### src/rtl/core/flywheel_speed_pi_controller_core_defines.svh
// assertion macros for the flywheel speed controller
`ifndef FLYWHEEL_SPEED_PI_CONTROLLER_CORE_DEFINES_SVH
`define FLYWHEEL_SPEED_PI_CONTROLLER_CORE_DEFINES_SVH
`ifndef ASSERT_OFF
`define FSPC_ASSERT(label, clk, rst, prop) \
  label: assert property (@(posedge clk) disable iff (rst) prop) \
    else $error("fspc assertion failed");
`define FSPC_ASSERT_NEVER(label, clk, rst, cond) \
  label: assert property (@(posedge clk) disable iff (rst) !(cond)) \
    else $error("fspc forbidden condition seen");
`else
`define FSPC_ASSERT(label, clk, rst, prop)
`define FSPC_ASSERT_NEVER(label, clk, rst, cond)
`endif
`endif

### src/rtl/core/fspc_pkg.sv
// shared types and constants of the flywheel speed controller
package fspc_pkg;

  localparam int NUM_BITS = 32;
  localparam int GAIN_BITS = 24;
  localparam int ERR_BITS = 17;
  localparam int DUTY_BITS = 7;
  localparam int SPEED_BITS = 16;
  localparam int SETPOINT_BITS = 8;
  localparam int DUTY_MAX = 100;

  localparam logic [1:0] KIND_EDGE = 2'd0;
  localparam logic [1:0] KIND_TICK = 2'd1;
  localparam logic [1:0] KIND_SET = 2'd2;

  localparam logic [1:0] REG_SPEED_NUMERATOR = 2'd0;
  localparam logic [1:0] REG_KP_GAIN = 2'd1;
  localparam logic [1:0] REG_KI_GAIN = 2'd2;

  localparam logic [NUM_BITS-1:0] SPEED_NUMERATOR_RESET = 32'd13333333;
  localparam logic [GAIN_BITS-1:0] KP_GAIN_RESET = 24'd1310720;
  localparam logic [GAIN_BITS-1:0] KI_GAIN_RESET = 24'd3277;

  typedef struct packed {
    logic busy;
    logic done;
  } unit_status_t;

endpackage

### src/rtl/core/fspc_div.sv
// restoring serial divider, one quotient bit per cycle, saturated to 16 bits
module fspc_div #(
  parameter int TIME_BITS = 32
) (
  input  logic                      clk,
  input  logic                      rst,
  input  logic                      start,
  input  logic [fspc_pkg::NUM_BITS-1:0] numer,
  input  logic [TIME_BITS-1:0]      denom,
  output fspc_pkg::unit_status_t    status,
  output logic [fspc_pkg::SPEED_BITS-1:0] quot
);

  localparam int NB = fspc_pkg::NUM_BITS;
  localparam int CNT_W = $clog2(NB + 1);
  localparam int SB = fspc_pkg::SPEED_BITS;

  logic [CNT_W-1:0]     cnt;
  logic                 done;
  logic [TIME_BITS-1:0] rem;
  logic [TIME_BITS-1:0] dreg;
  logic [NB-1:0]        n;
  logic [TIME_BITS:0]   shifted;
  logic [TIME_BITS+1:0] sub;
  logic                 borrow;
  logic [TIME_BITS-1:0] rem_next;

  assign shifted = {rem, n[NB-1]};
  assign sub = {1'b0, shifted} - {2'b00, dreg};
  assign borrow = sub[TIME_BITS+1];
  assign rem_next = borrow ? shifted[TIME_BITS-1:0] : sub[TIME_BITS-1:0];

  always_ff @(posedge clk) begin
    if (rst) begin
      cnt <= '0;
      done <= 1'b0;
    end else begin
      done <= 1'b0;
      if (start && cnt == '0) begin
        cnt <= CNT_W'(NB);
      end else if (cnt != '0) begin
        cnt <= cnt - CNT_W'(1);
        if (cnt == CNT_W'(1)) begin
          done <= 1'b1;
        end
      end
    end
  end

  always_ff @(posedge clk) begin
    if (start && cnt == '0) begin
      rem <= '0;
      dreg <= denom;
      n <= numer;
    end else if (cnt != '0) begin
      rem <= rem_next;
      n <= {n[NB-2:0], ~borrow};
    end
  end

  assign status.busy = (cnt != '0);
  assign status.done = done;
  assign quot = (|n[NB-1:SB]) ? {SB{1'b1}} : n[SB-1:0];

endmodule

### src/rtl/core/fspc_pi.sv
// incremental pi step on one shared multiplier with clamp to the duty range
module fspc_pi #(
  parameter int FRAC_BITS = 16
) (
  input  logic                                  clk,
  input  logic                                  rst,
  input  logic                                  start,
  input  logic [fspc_pkg::GAIN_BITS-1:0]        kp_gain,
  input  logic [fspc_pkg::GAIN_BITS-1:0]        ki_gain,
  input  logic signed [fspc_pkg::ERR_BITS-1:0]  err,
  input  logic signed [fspc_pkg::ERR_BITS-1:0]  err_prev,
  input  logic [fspc_pkg::DUTY_BITS+FRAC_BITS-1:0] u_prev,
  output fspc_pkg::unit_status_t                status,
  output logic [fspc_pkg::DUTY_BITS+FRAC_BITS-1:0] u_out
);

  localparam int CW = fspc_pkg::DUTY_BITS + FRAC_BITS;
  localparam int GW = fspc_pkg::GAIN_BITS + 2;
  localparam int EW = fspc_pkg::ERR_BITS;
  localparam int PW = GW + EW;
  localparam int AW = PW + 2;
  localparam logic signed [AW-1:0] TOP = AW'(fspc_pkg::DUTY_MAX) <<< FRAC_BITS;

  localparam logic [1:0] P_IDLE = 2'd0;
  localparam logic [1:0] P_MUL2 = 2'd1;
  localparam logic [1:0] P_SUB = 2'd2;
  localparam logic [1:0] P_CLAMP = 2'd3;

  logic [1:0]            step;
  logic                  done;
  logic signed [GW-1:0]  gsum;
  logic signed [GW-1:0]  gdiff;
  logic signed [GW-1:0]  ma;
  logic signed [EW-1:0]  mb;
  logic signed [PW-1:0]  prod;
  logic signed [AW-1:0]  acc;
  logic signed [AW-1:0]  u_prev_ext;
  logic [CW-1:0]         clamped;

  assign gsum = $signed({2'b00, kp_gain} + {2'b00, ki_gain});
  assign gdiff = $signed({2'b00, kp_gain} - {2'b00, ki_gain});
  assign ma = (step == P_IDLE) ? gsum : gdiff;
  assign mb = (step == P_IDLE) ? err : err_prev;
  assign u_prev_ext = $signed({{(AW-CW){1'b0}}, u_prev});

  always_comb begin
    if (acc < 0) begin
      clamped = '0;
    end else if (acc > TOP) begin
      clamped = TOP[CW-1:0];
    end else begin
      clamped = acc[CW-1:0];
    end
  end

  always_ff @(posedge clk) begin
    if (rst) begin
      step <= P_IDLE;
      done <= 1'b0;
    end else begin
      done <= 1'b0;
      case (step)
        P_IDLE: begin
          if (start) begin
            step <= P_MUL2;
          end
        end
        P_MUL2: step <= P_SUB;
        P_SUB: step <= P_CLAMP;
        P_CLAMP: begin
          step <= P_IDLE;
          done <= 1'b1;
        end
        default: step <= P_IDLE;
      endcase
    end
  end

  always_ff @(posedge clk) begin
    case (step)
      P_IDLE: begin
        if (start) begin
          prod <= ma * mb;
        end
      end
      P_MUL2: begin
        acc <= u_prev_ext + AW'(prod);
        prod <= ma * mb;
      end
      P_SUB: acc <= acc - AW'(prod);
      P_CLAMP: u_out <= clamped;
      default: ;
    endcase
  end

  assign status.busy = (step != P_IDLE);
  assign status.done = done;

endmodule

### src/rtl/core/flywheel_speed_pi_controller_core.sv
// flywheel speed controller top level: period measurement and incremental pi duty
// encoder edge: speed from the 32-step serial divider, which a zero period skips
// control tick: four steps of the shared multiplier and clamp sequencer
// set command, disabled tick and unused kind skip both units; one request in flight at a time
// synchronous reset clears the control state, gains and numerator return to their defaults
`include "flywheel_speed_pi_controller_core_defines.svh"
module flywheel_speed_pi_controller_core #(
  parameter int FRAC_BITS = 16,
  parameter int TIME_BITS = 32
) (
  input  logic        clk,
  input  logic        rst,
  input  logic        in_valid,
  output logic        in_ready,
  input  logic [1:0]  kind,
  input  logic [31:0] capture_time,
  input  logic [7:0]  command,
  output logic        out_valid,
  input  logic        out_ready,
  output logic [6:0]  duty,
  output logic [15:0] speed,
  output logic        running,
  input  logic        cfg_valid,
  output logic        cfg_ready,
  input  logic [1:0]  cfg_index,
  input  logic [31:0] cfg_data
);

  localparam int CW = fspc_pkg::DUTY_BITS + FRAC_BITS;
  localparam int EW = fspc_pkg::ERR_BITS;
  localparam int GB = fspc_pkg::GAIN_BITS;
  localparam logic [CW-1:0] TOP = CW'(fspc_pkg::DUTY_MAX) << FRAC_BITS;

  localparam logic [1:0] S_IDLE = 2'd0;
  localparam logic [1:0] S_DIV = 2'd1;
  localparam logic [1:0] S_PI = 2'd2;
  localparam logic [1:0] S_DONE = 2'd3;

  logic [1:0]                  state;
  logic [31:0]                 speed_numerator;
  logic [GB-1:0]               kp_gain;
  logic [GB-1:0]               ki_gain;
  logic [TIME_BITS-1:0]        last_edge_time;
  logic [15:0]                 measured_speed;
  logic [7:0]                  setpoint;
  logic                        enabled;
  logic signed [EW-1:0]        previous_error;
  logic [CW-1:0]               previous_control;
  logic [6:0]                  duty_value;

  logic                        accept;
  logic [TIME_BITS-1:0]        cap;
  logic [TIME_BITS-1:0]        diff;
  logic signed [EW-1:0]        err;
  logic                        div_start;
  logic                        pi_start;
  fspc_pkg::unit_status_t      div_stat;
  fspc_pkg::unit_status_t      pi_stat;
  logic [15:0]                 div_quot;
  logic [CW-1:0]               pi_u;

  assign in_ready = (state == S_IDLE);
  assign cfg_ready = 1'b1;
  assign accept = in_valid && in_ready;
  assign cap = capture_time[TIME_BITS-1:0];
  assign diff = cap - last_edge_time;
  assign err = $signed({1'b0, 8'd0, setpoint}) - $signed({1'b0, measured_speed});
  assign div_start = accept && kind == fspc_pkg::KIND_EDGE && diff != '0;
  assign pi_start = accept && kind == fspc_pkg::KIND_TICK && enabled;

  fspc_div #(
    .TIME_BITS(TIME_BITS)
  ) u_div (
    .clk(clk),
    .rst(rst),
    .start(div_start),
    .numer(speed_numerator),
    .denom(diff),
    .status(div_stat),
    .quot(div_quot)
  );

  fspc_pi #(
    .FRAC_BITS(FRAC_BITS)
  ) u_pi (
    .clk(clk),
    .rst(rst),
    .start(pi_start),
    .kp_gain(kp_gain),
    .ki_gain(ki_gain),
    .err(err),
    .err_prev(previous_error),
    .u_prev(previous_control),
    .status(pi_stat),
    .u_out(pi_u)
  );

  always_ff @(posedge clk) begin
    if (rst) begin
      state <= S_IDLE;
      speed_numerator <= fspc_pkg::SPEED_NUMERATOR_RESET;
      kp_gain <= fspc_pkg::KP_GAIN_RESET;
      ki_gain <= fspc_pkg::KI_GAIN_RESET;
      last_edge_time <= '0;
      measured_speed <= '0;
      setpoint <= '0;
      enabled <= 1'b0;
      previous_error <= '0;
      previous_control <= '0;
      duty_value <= '0;
      out_valid <= 1'b0;
    end else begin
      if (cfg_valid && cfg_ready) begin
        case (cfg_index)
          fspc_pkg::REG_SPEED_NUMERATOR: speed_numerator <= cfg_data;
          fspc_pkg::REG_KP_GAIN: kp_gain <= cfg_data[GB-1:0];
          fspc_pkg::REG_KI_GAIN: ki_gain <= cfg_data[GB-1:0];
          default: ;
        endcase
      end
      if (out_valid && out_ready) begin
        out_valid <= 1'b0;
      end
      case (state)
        S_IDLE: begin
          if (accept) begin
            state <= S_DONE;
            case (kind)
              fspc_pkg::KIND_EDGE: begin
                last_edge_time <= cap;
                if (diff != '0) begin
                  state <= S_DIV;
                end
              end
              fspc_pkg::KIND_TICK: begin
                if (enabled) begin
                  state <= S_PI;
                end
              end
              fspc_pkg::KIND_SET: begin
                setpoint <= command;
                enabled <= (command != 8'd0);
                if (command == 8'd0) begin
                  duty_value <= '0;
                end
              end
              default: ;
            endcase
          end
        end
        S_DIV: begin
          if (div_stat.done) begin
            measured_speed <= div_quot;
            state <= S_DONE;
          end
        end
        S_PI: begin
          if (pi_stat.done) begin
            previous_error <= err;
            previous_control <= pi_u;
            duty_value <= pi_u[FRAC_BITS +: fspc_pkg::DUTY_BITS];
            state <= S_DONE;
          end
        end
        S_DONE: begin
          if (!out_valid || out_ready) begin
            out_valid <= 1'b1;
            state <= S_IDLE;
          end
        end
        default: state <= S_IDLE;
      endcase
    end
  end

  always_ff @(posedge clk) begin
    if (state == S_DONE && (!out_valid || out_ready)) begin
      duty <= duty_value;
      speed <= measured_speed;
      running <= enabled;
    end
  end

  `FSPC_ASSERT(a_div_done_in_div, clk, rst, div_stat.done |-> state == S_DIV)
  `FSPC_ASSERT(a_pi_done_in_pi, clk, rst, pi_stat.done |-> state == S_PI)
  `FSPC_ASSERT(a_div_alive, clk, rst, state == S_DIV |-> div_stat.busy || div_stat.done)
  `FSPC_ASSERT(a_pi_alive, clk, rst, state == S_PI |-> pi_stat.busy || pi_stat.done)
  `FSPC_ASSERT(a_running_setpoint, clk, rst, enabled == (setpoint != 8'd0))
  `FSPC_ASSERT_NEVER(a_control_range, clk, rst, previous_control > TOP)

endmodule

### config.mk
export PLATFORM = sky130hd
export DESIGN_NAME = flywheel_speed_pi_controller_core
export DESIGN_NICKNAME = d
export VERILOG_FILES = /design/src/rtl/core/fspc_pkg.sv /design/src/rtl/core/fspc_div.sv /design/src/rtl/core/fspc_pi.sv /design/src/rtl/core/flywheel_speed_pi_controller_core.sv
export VERILOG_INCLUDE_DIRS = /design/src /design/src/rtl/core
export SDC_FILE = /design/constraint.sdc
export NUM_CORES = 2
export LEC_CHECK = 0
export BUFFER_PORTS_ARGS = -buffer_cell sky130_fd_sc_hd__buf_2
export CAP_MARGIN = 15
export CORE_UTILIZATION = 50
export CTS_CLUSTER_DIAMETER = 120
export DETAILED_ROUTE_END_ITERATION = 8
export MAX_ROUTING_LAYER = met4
export PLACE_DENSITY = 0.66
export SYNTH_ARGS = -nofsm -noshare
export SYNTH_HDL_FRONTEND = slang
export SYNTH_SLANG_ARGS = --single-unit
### constraint.sdc
create_clock -name clk -period 10.72 [get_ports clk]
set_input_delay 2.144 -clock clk [delete_from_list [all_inputs] [get_ports clk]]
set_output_delay 2.144 -clock clk [all_outputs]
set_load 0.02 [all_outputs]
# Yosys cells after proc, flatten, opt, wreduce, memory -nomap -nowiden
# Cells that the tools add are included.
# totals
ramBits	0
regBits	428
elab_cells	127
mem_bits_ro	0
n_memories	0
latchBits	0
# classes
mul	1
shifts	0
n_reduce_logical	37
muxes	32
bitwise_logic	2
eq_ne	18
n_div	0
addsub	8
order_cmp	2
# op_table
operator	count
32-bit 2-to-1 mux	3
45-bit case mux with 2 select lines	1
43-bit case mux with 2 select lines	1
45-bit by 24-bit greater-than comparator with 1-bit output, second input constant	1
45-bit by 1-bit less-than comparator with 1-bit output, second input constant	1
45-bit by 43-bit subtractor with 45-bit output	1
24-bit by 43-bit adder with 44-bit output	1
26-bit by 17-bit multiplier with 43-bit output	1
43-bit 2-to-1 mux	1
33-bit by 32-bit subtractor with 34-bit output	1
32-bit nonzero test	1
32-bit subtractor	1
7-bit 2-to-1 mux	4
26-bit 2-to-1 mux	1
24-bit by 24-bit adder with 25-bit output	1
24-bit by 24-bit subtractor with 25-bit output	1
23-bit 2-to-1 mux	1
17-bit 2-to-1 mux	1
8-bit by 16-bit subtractor with 17-bit output	1
16-bit 2-to-1 mux	1
2-bit case mux with 4 select lines	2
16-bit OR reduction	1
7-bit case mux with 2 select lines	1
2-bit == test, second input constant	6
25 further kinds	65

# Longest topological paths before layout
# depth
ltp_word	6
ltp_mapped	38
depth_no_buf	37

# Cells and area by module
# A second synthesis with hierarchy kept.
# hier_totals
cells_unflattened	4900
area_unflattened_um2	42575.8
# modules_own_cells
mod	seq_area_each_um2	area_each_um2	n_inst	cells_each
fspc_pi	3393.3	26412.8	1	3002
flywheel_speed_pi_controller_core	4464.3	10221.1	1	1324
fspc_div	2702.6	5941.9	1	574

# Least setup slack after synthesis
# No wires, ideal clock.
# synth_path
kind	register to register
from	reg ki_gain[12]
to	reg u_pi.prod[41] (data pin)
setup_time_ns	0.258
required_ns	10.462
path_stages_with_launch	35
arrival_time_ns	8.515
path_slack_ns	1.948
path_buffers	2
cell_sequence	dfxtp_1 > inv_1 > ha_1 > clkbuf_1 > or2_2 > or4b_2 > o21ai_0 > a21oi_1 > a311oi_1 > a2111oi_0 > a311oi_1 > xor2_1 > buf_2 > nor2_1 > fa_1 > inv_1 > fa_1 > fa_1 > inv_1 > fa_1 > fa_1 > inv_1 > fa_1 > inv_1 > ha_1 > nor2b_1 > o21ai_0 > nand2b_1 > or3_1 > o221a_2 > o31a_1 > o21ai_0 > o21ai_0 > a21oi_1 > xnor2_1
# synth_via
elab_chain_cells	5
# synth_lines
item	line_no	rtl
from (decl)	flywheel_speed_pi_controller_core.sv:42	logic [GB-1:0] ki_gain;
from (signal assigned)	flywheel_speed_pi_controller_core.sv:103	ki_gain <= fspc_pkg::KI_GAIN_RESET;
from (signal assigned)	flywheel_speed_pi_controller_core.sv:117	fspc_pkg::REG_KI_GAIN: ki_gain <= cfg_data[GB-1:0];
24-bit by 24-bit subtractor with 25-bit output / 24-bit by 24-bit adder with 25-bit output (equally long branches)	fspc_pi.sv:41, fspc_pi.sv:40	
26-bit 2-to-1 mux (*)	fspc_pi.sv:42	assign ma = (step == P_IDLE) ? gsum : gdiff;
26-bit by 17-bit multiplier with 43-bit output (*)	fspc_pi.sv:83, fspc_pi.sv:88	
43-bit 2-to-1 mux	fspc_pi.sv:82	if (start) begin
43-bit case mux with 2 select lines (*)	fspc_pi.sv:80	case (step)
to (signal assigned)	fspc_pi.sv:83	prod <= ma * mb;
to (signal assigned)	fspc_pi.sv:88	prod <= ma * mb;
to (decl)	fspc_pi.sv:35	logic signed [PW-1:0] prod;
# Mark *: on every way between the ends. The rest lies on a longest branch, timed or not. The select of a mux whose other input is x is not followed.
# A chain may end at the register's enable or synchronous reset.

# Worst setup path in the final report
# layout_path
from	reg ki_gain[2]
to	reg u_pi.prod[41] (data pin)
# The elaborated chain is that of the path after synthesis.

==> out/metrics.cfg <==
[global_route]
use_met3_pct=4.17
grt_overflow=0
antenna_found_initial=5
use_met1_pct=38.7
grt_pass1_wl_um=179000
met2_usage_pct=41.8
grt_usage_pct=27.6
grt_max_degree=86
busiest_layer=met2
first_global_vias=32300

[sta]
min_period_ps=9690
clock_skew_ps=27.7
fin_setup_tns_ps=0
finalHoldViolCount=0
hold_slack_ps=437
setup_slack_ps=1030
worst_pin_slew_ps=1220
fmax_ghz=0.103
fin_crit_sh_pct=90.4
rsz0062_at_grt=false
final-setup-viol-count=0
slew_headroom_pct=16.4
final-max-slew-violation-count=0

[critical_path]
critPathLaunchType=flop
crit_slowest_cell=a2111oi_1
slowest_delay_ps=760
critPathArrivalTime_ps=10030
criticalPathCategory=flop to flop
cpMostUsedCell=fa_1
r2r_slack_ps=1030
timing.rr.start=ki_gain[2]
end_kind=flop
worstSetupStartpoint=ki_gain[2]
r2r_end=u_pi.prod[41]
crit_required_ps=11050
rr_worst_depth=33
worst-path-max-fanout=9

[logic_synthesis]
synth_seq_cells=428
ys.warnings.count=0
syn_avg_cell_area_um2=8.72
syn_nets=5586
ys_types=85
yosys_most_used_dff=dfxtp_1
synthArstFlopShare_pct=0
synth_edf_count=199
synthCells=4766
netlist_area_um2=41500
seq_area_frac_synth_pct=25.4

[placement]
globalplace.congestion=0.958
dp_slack_ps=1050
dp_hpwl_um=88700
placedCellCount=5849
io_buffers=106

[floorplan]
dieWidth_um=290
io_pins=108
die_area_um2=84200
start_util_pct=50.6
rows=105
core_area_um2=82100
die_h_um=290

[layout]
area_growth_pct=8.37
fin_cells=5942
final_common_cell=inv_1
drive_gt1_share_pct=7.39
nets=5650
nFillCells=7529
layout_common_cells=inv_1 (714), nand2_1 (650), fa_1 (438)

[clock_network]
numCtsBuffers=48
clk-insertion-delay-late_ps=600
cts_tree=done
cts_resized=0
cts_setup_buffers=0
clock-sinks=428
cts-root-buf=clkbuf_16
cts_buffer_depth=3
ctsHoldBuffers=0
cts.reportedPaths.clkPinSlew_ps=60
cts-htree-levels=2

[routing]
final_antenna_net_count=0
finalWirelength_um=114000
firstDrtPassIters=6
vias=33100
routedWlPerCell_um=19.2
drt_iter0_drc=2681
vias_per_cell=5.58
drcViolationCount=0

[hold_path]
hp-start=duty_value[6]
hp-class=flop to flop
min_path_cells=0
whs_endpoint=duty[6]

[status]
run_status=finished clean

[job]
drv_cap=0

==> registers in the layout (all words and copies together), names as in the netlist, 2 cells and up <==
signal / cells
u_pi.acc: 45
u_pi.prod: 43
last_edge_time: 32
speed_numerator: 32
u_div.dreg: 32
u_div.n: 32
u_div.rem: 32
ki_gain: 24
kp_gain: 24
previous_control: 23
u_pi.u_out: 23
previous_error: 17
measured_speed: 16
speed: 16
setpoint: 8
duty: 7
duty_value: 7
u_div.cnt: 6
state: 2
u_pi.step: 2
==> critical path: cells and delay by family, from the launching register on <==
family / cells / cell delay, ps
adders and majority gates: 8 / 3870
xor gates and xnor gates: 2 / 770
DFF: 1 / 330
AOI/OAI and AO/OA: 12 / 3150
buffers and inverters: 5 / 270
and+or+nand+nor: 6 / 1050
==> area by class of cell <==
class                           count  area, um^2  area share, %
Multi-Input combinational cell   3449       27700           61.5
Clock buffer                       54        1240           2.76
Sequential cell                   428       10600           23.5
Clock inverter                     35         349          0.775
Inverter                          714        2680           5.95
Timing Repair Buffer              189        1160           2.58
Antenna cell                        3        7.51         0.0167
Tap cell                         1070        1340           2.97
==> metrics by stage <==
step,area [um^2],util (%)
after global placement,43400,52.9
after detailed placement,43400,52.9
after floorplan,41500,-
final,45000,54.8
after CTS,45000,54.8
after global routing,45000,54.8
==> layer usage <==
| metal | vias up | part of all wire [%] |
|---|---|---|
| li1 | 15800 | - |
| met3 | 214 | 7.8 |
| met2 | 1181 | 44 |
| met4 | 0 | 3.0 |
| met1 | 16000 | 46 |
| met5 | - | 0 |
==> synthesized netlist by cell type, types with 10 or more instances <==
master      n  share of area, %
inv_1     714               6.5
nand2_1   650               5.9
fa_1      438                21
nor2_1    434               3.9
a21oi_1   368               4.4
ha_1      301               9.1
dfxtp_1   229                11
edfxtp_1  199                14
o21ai_0   156               1.9
clkbuf_1  153               1.4
xnor2_1   142               3.0
a21o_1     94               1.7
xor2_1     78               1.6
nor3_1     76              0.92
nand3_1    65              0.78
nand2b_1   51              0.77
a211oi_1   41              0.74
nor2b_1    41              0.62
and2_1     39              0.59
o21a_1     33              0.60
mux2_4     28               1.0
o21bai_1   27              0.49
a31oi_1    26              0.39
and3_1     25              0.38
nand3b_1   25              0.45
nor4_1     21              0.32
mux2i_1    19              0.46
a211o_1    18              0.38
nand4_1    18              0.27
o31ai_1    18              0.33
or3_1      18              0.27
mux2_2     17              0.46
buf_1      13              0.12
o211ai_1   12              0.22
or2_2      11              0.17
a21boi_0   10              0.18
==> logic make-up (layout without fill, tap and decap cells) <==
kind of cell	after synthesis	after routing	synth area share (%)
buffers and inverters	889	992	8.11
AOI/OAI and AO/OA	918	918	13.7
and+or+nand+nor	1507	1507	16.0
muxes	64	64	1.93
DFF	428	428	25.4
xor gates and xnor gates	220	220	4.64
adders and majority gates	739	739	30.2
other	1	4	0.00903
==> worst max-delay path by stage <==
| stage | endpoint | slack (ps) | depth (start not counted) |
|---|---|---|---|
| floorplan | u_pi.prod[41] | 1950 | 34 |
| global placement | u_pi.prod[41] | 1170 | 35 |
| detailed placement | u_pi.prod[41] | 1050 | 35 |
| CTS | u_pi.prod[41] | 1050 | 35 |
| global route | u_pi.prod[42] | 280 | 31 |
| finish | u_pi.prod[41] | 1030 | 33 |
Power is not shown: default switching activity piles up to over one toggle a cycle in this logic, so the estimate is an artifact.
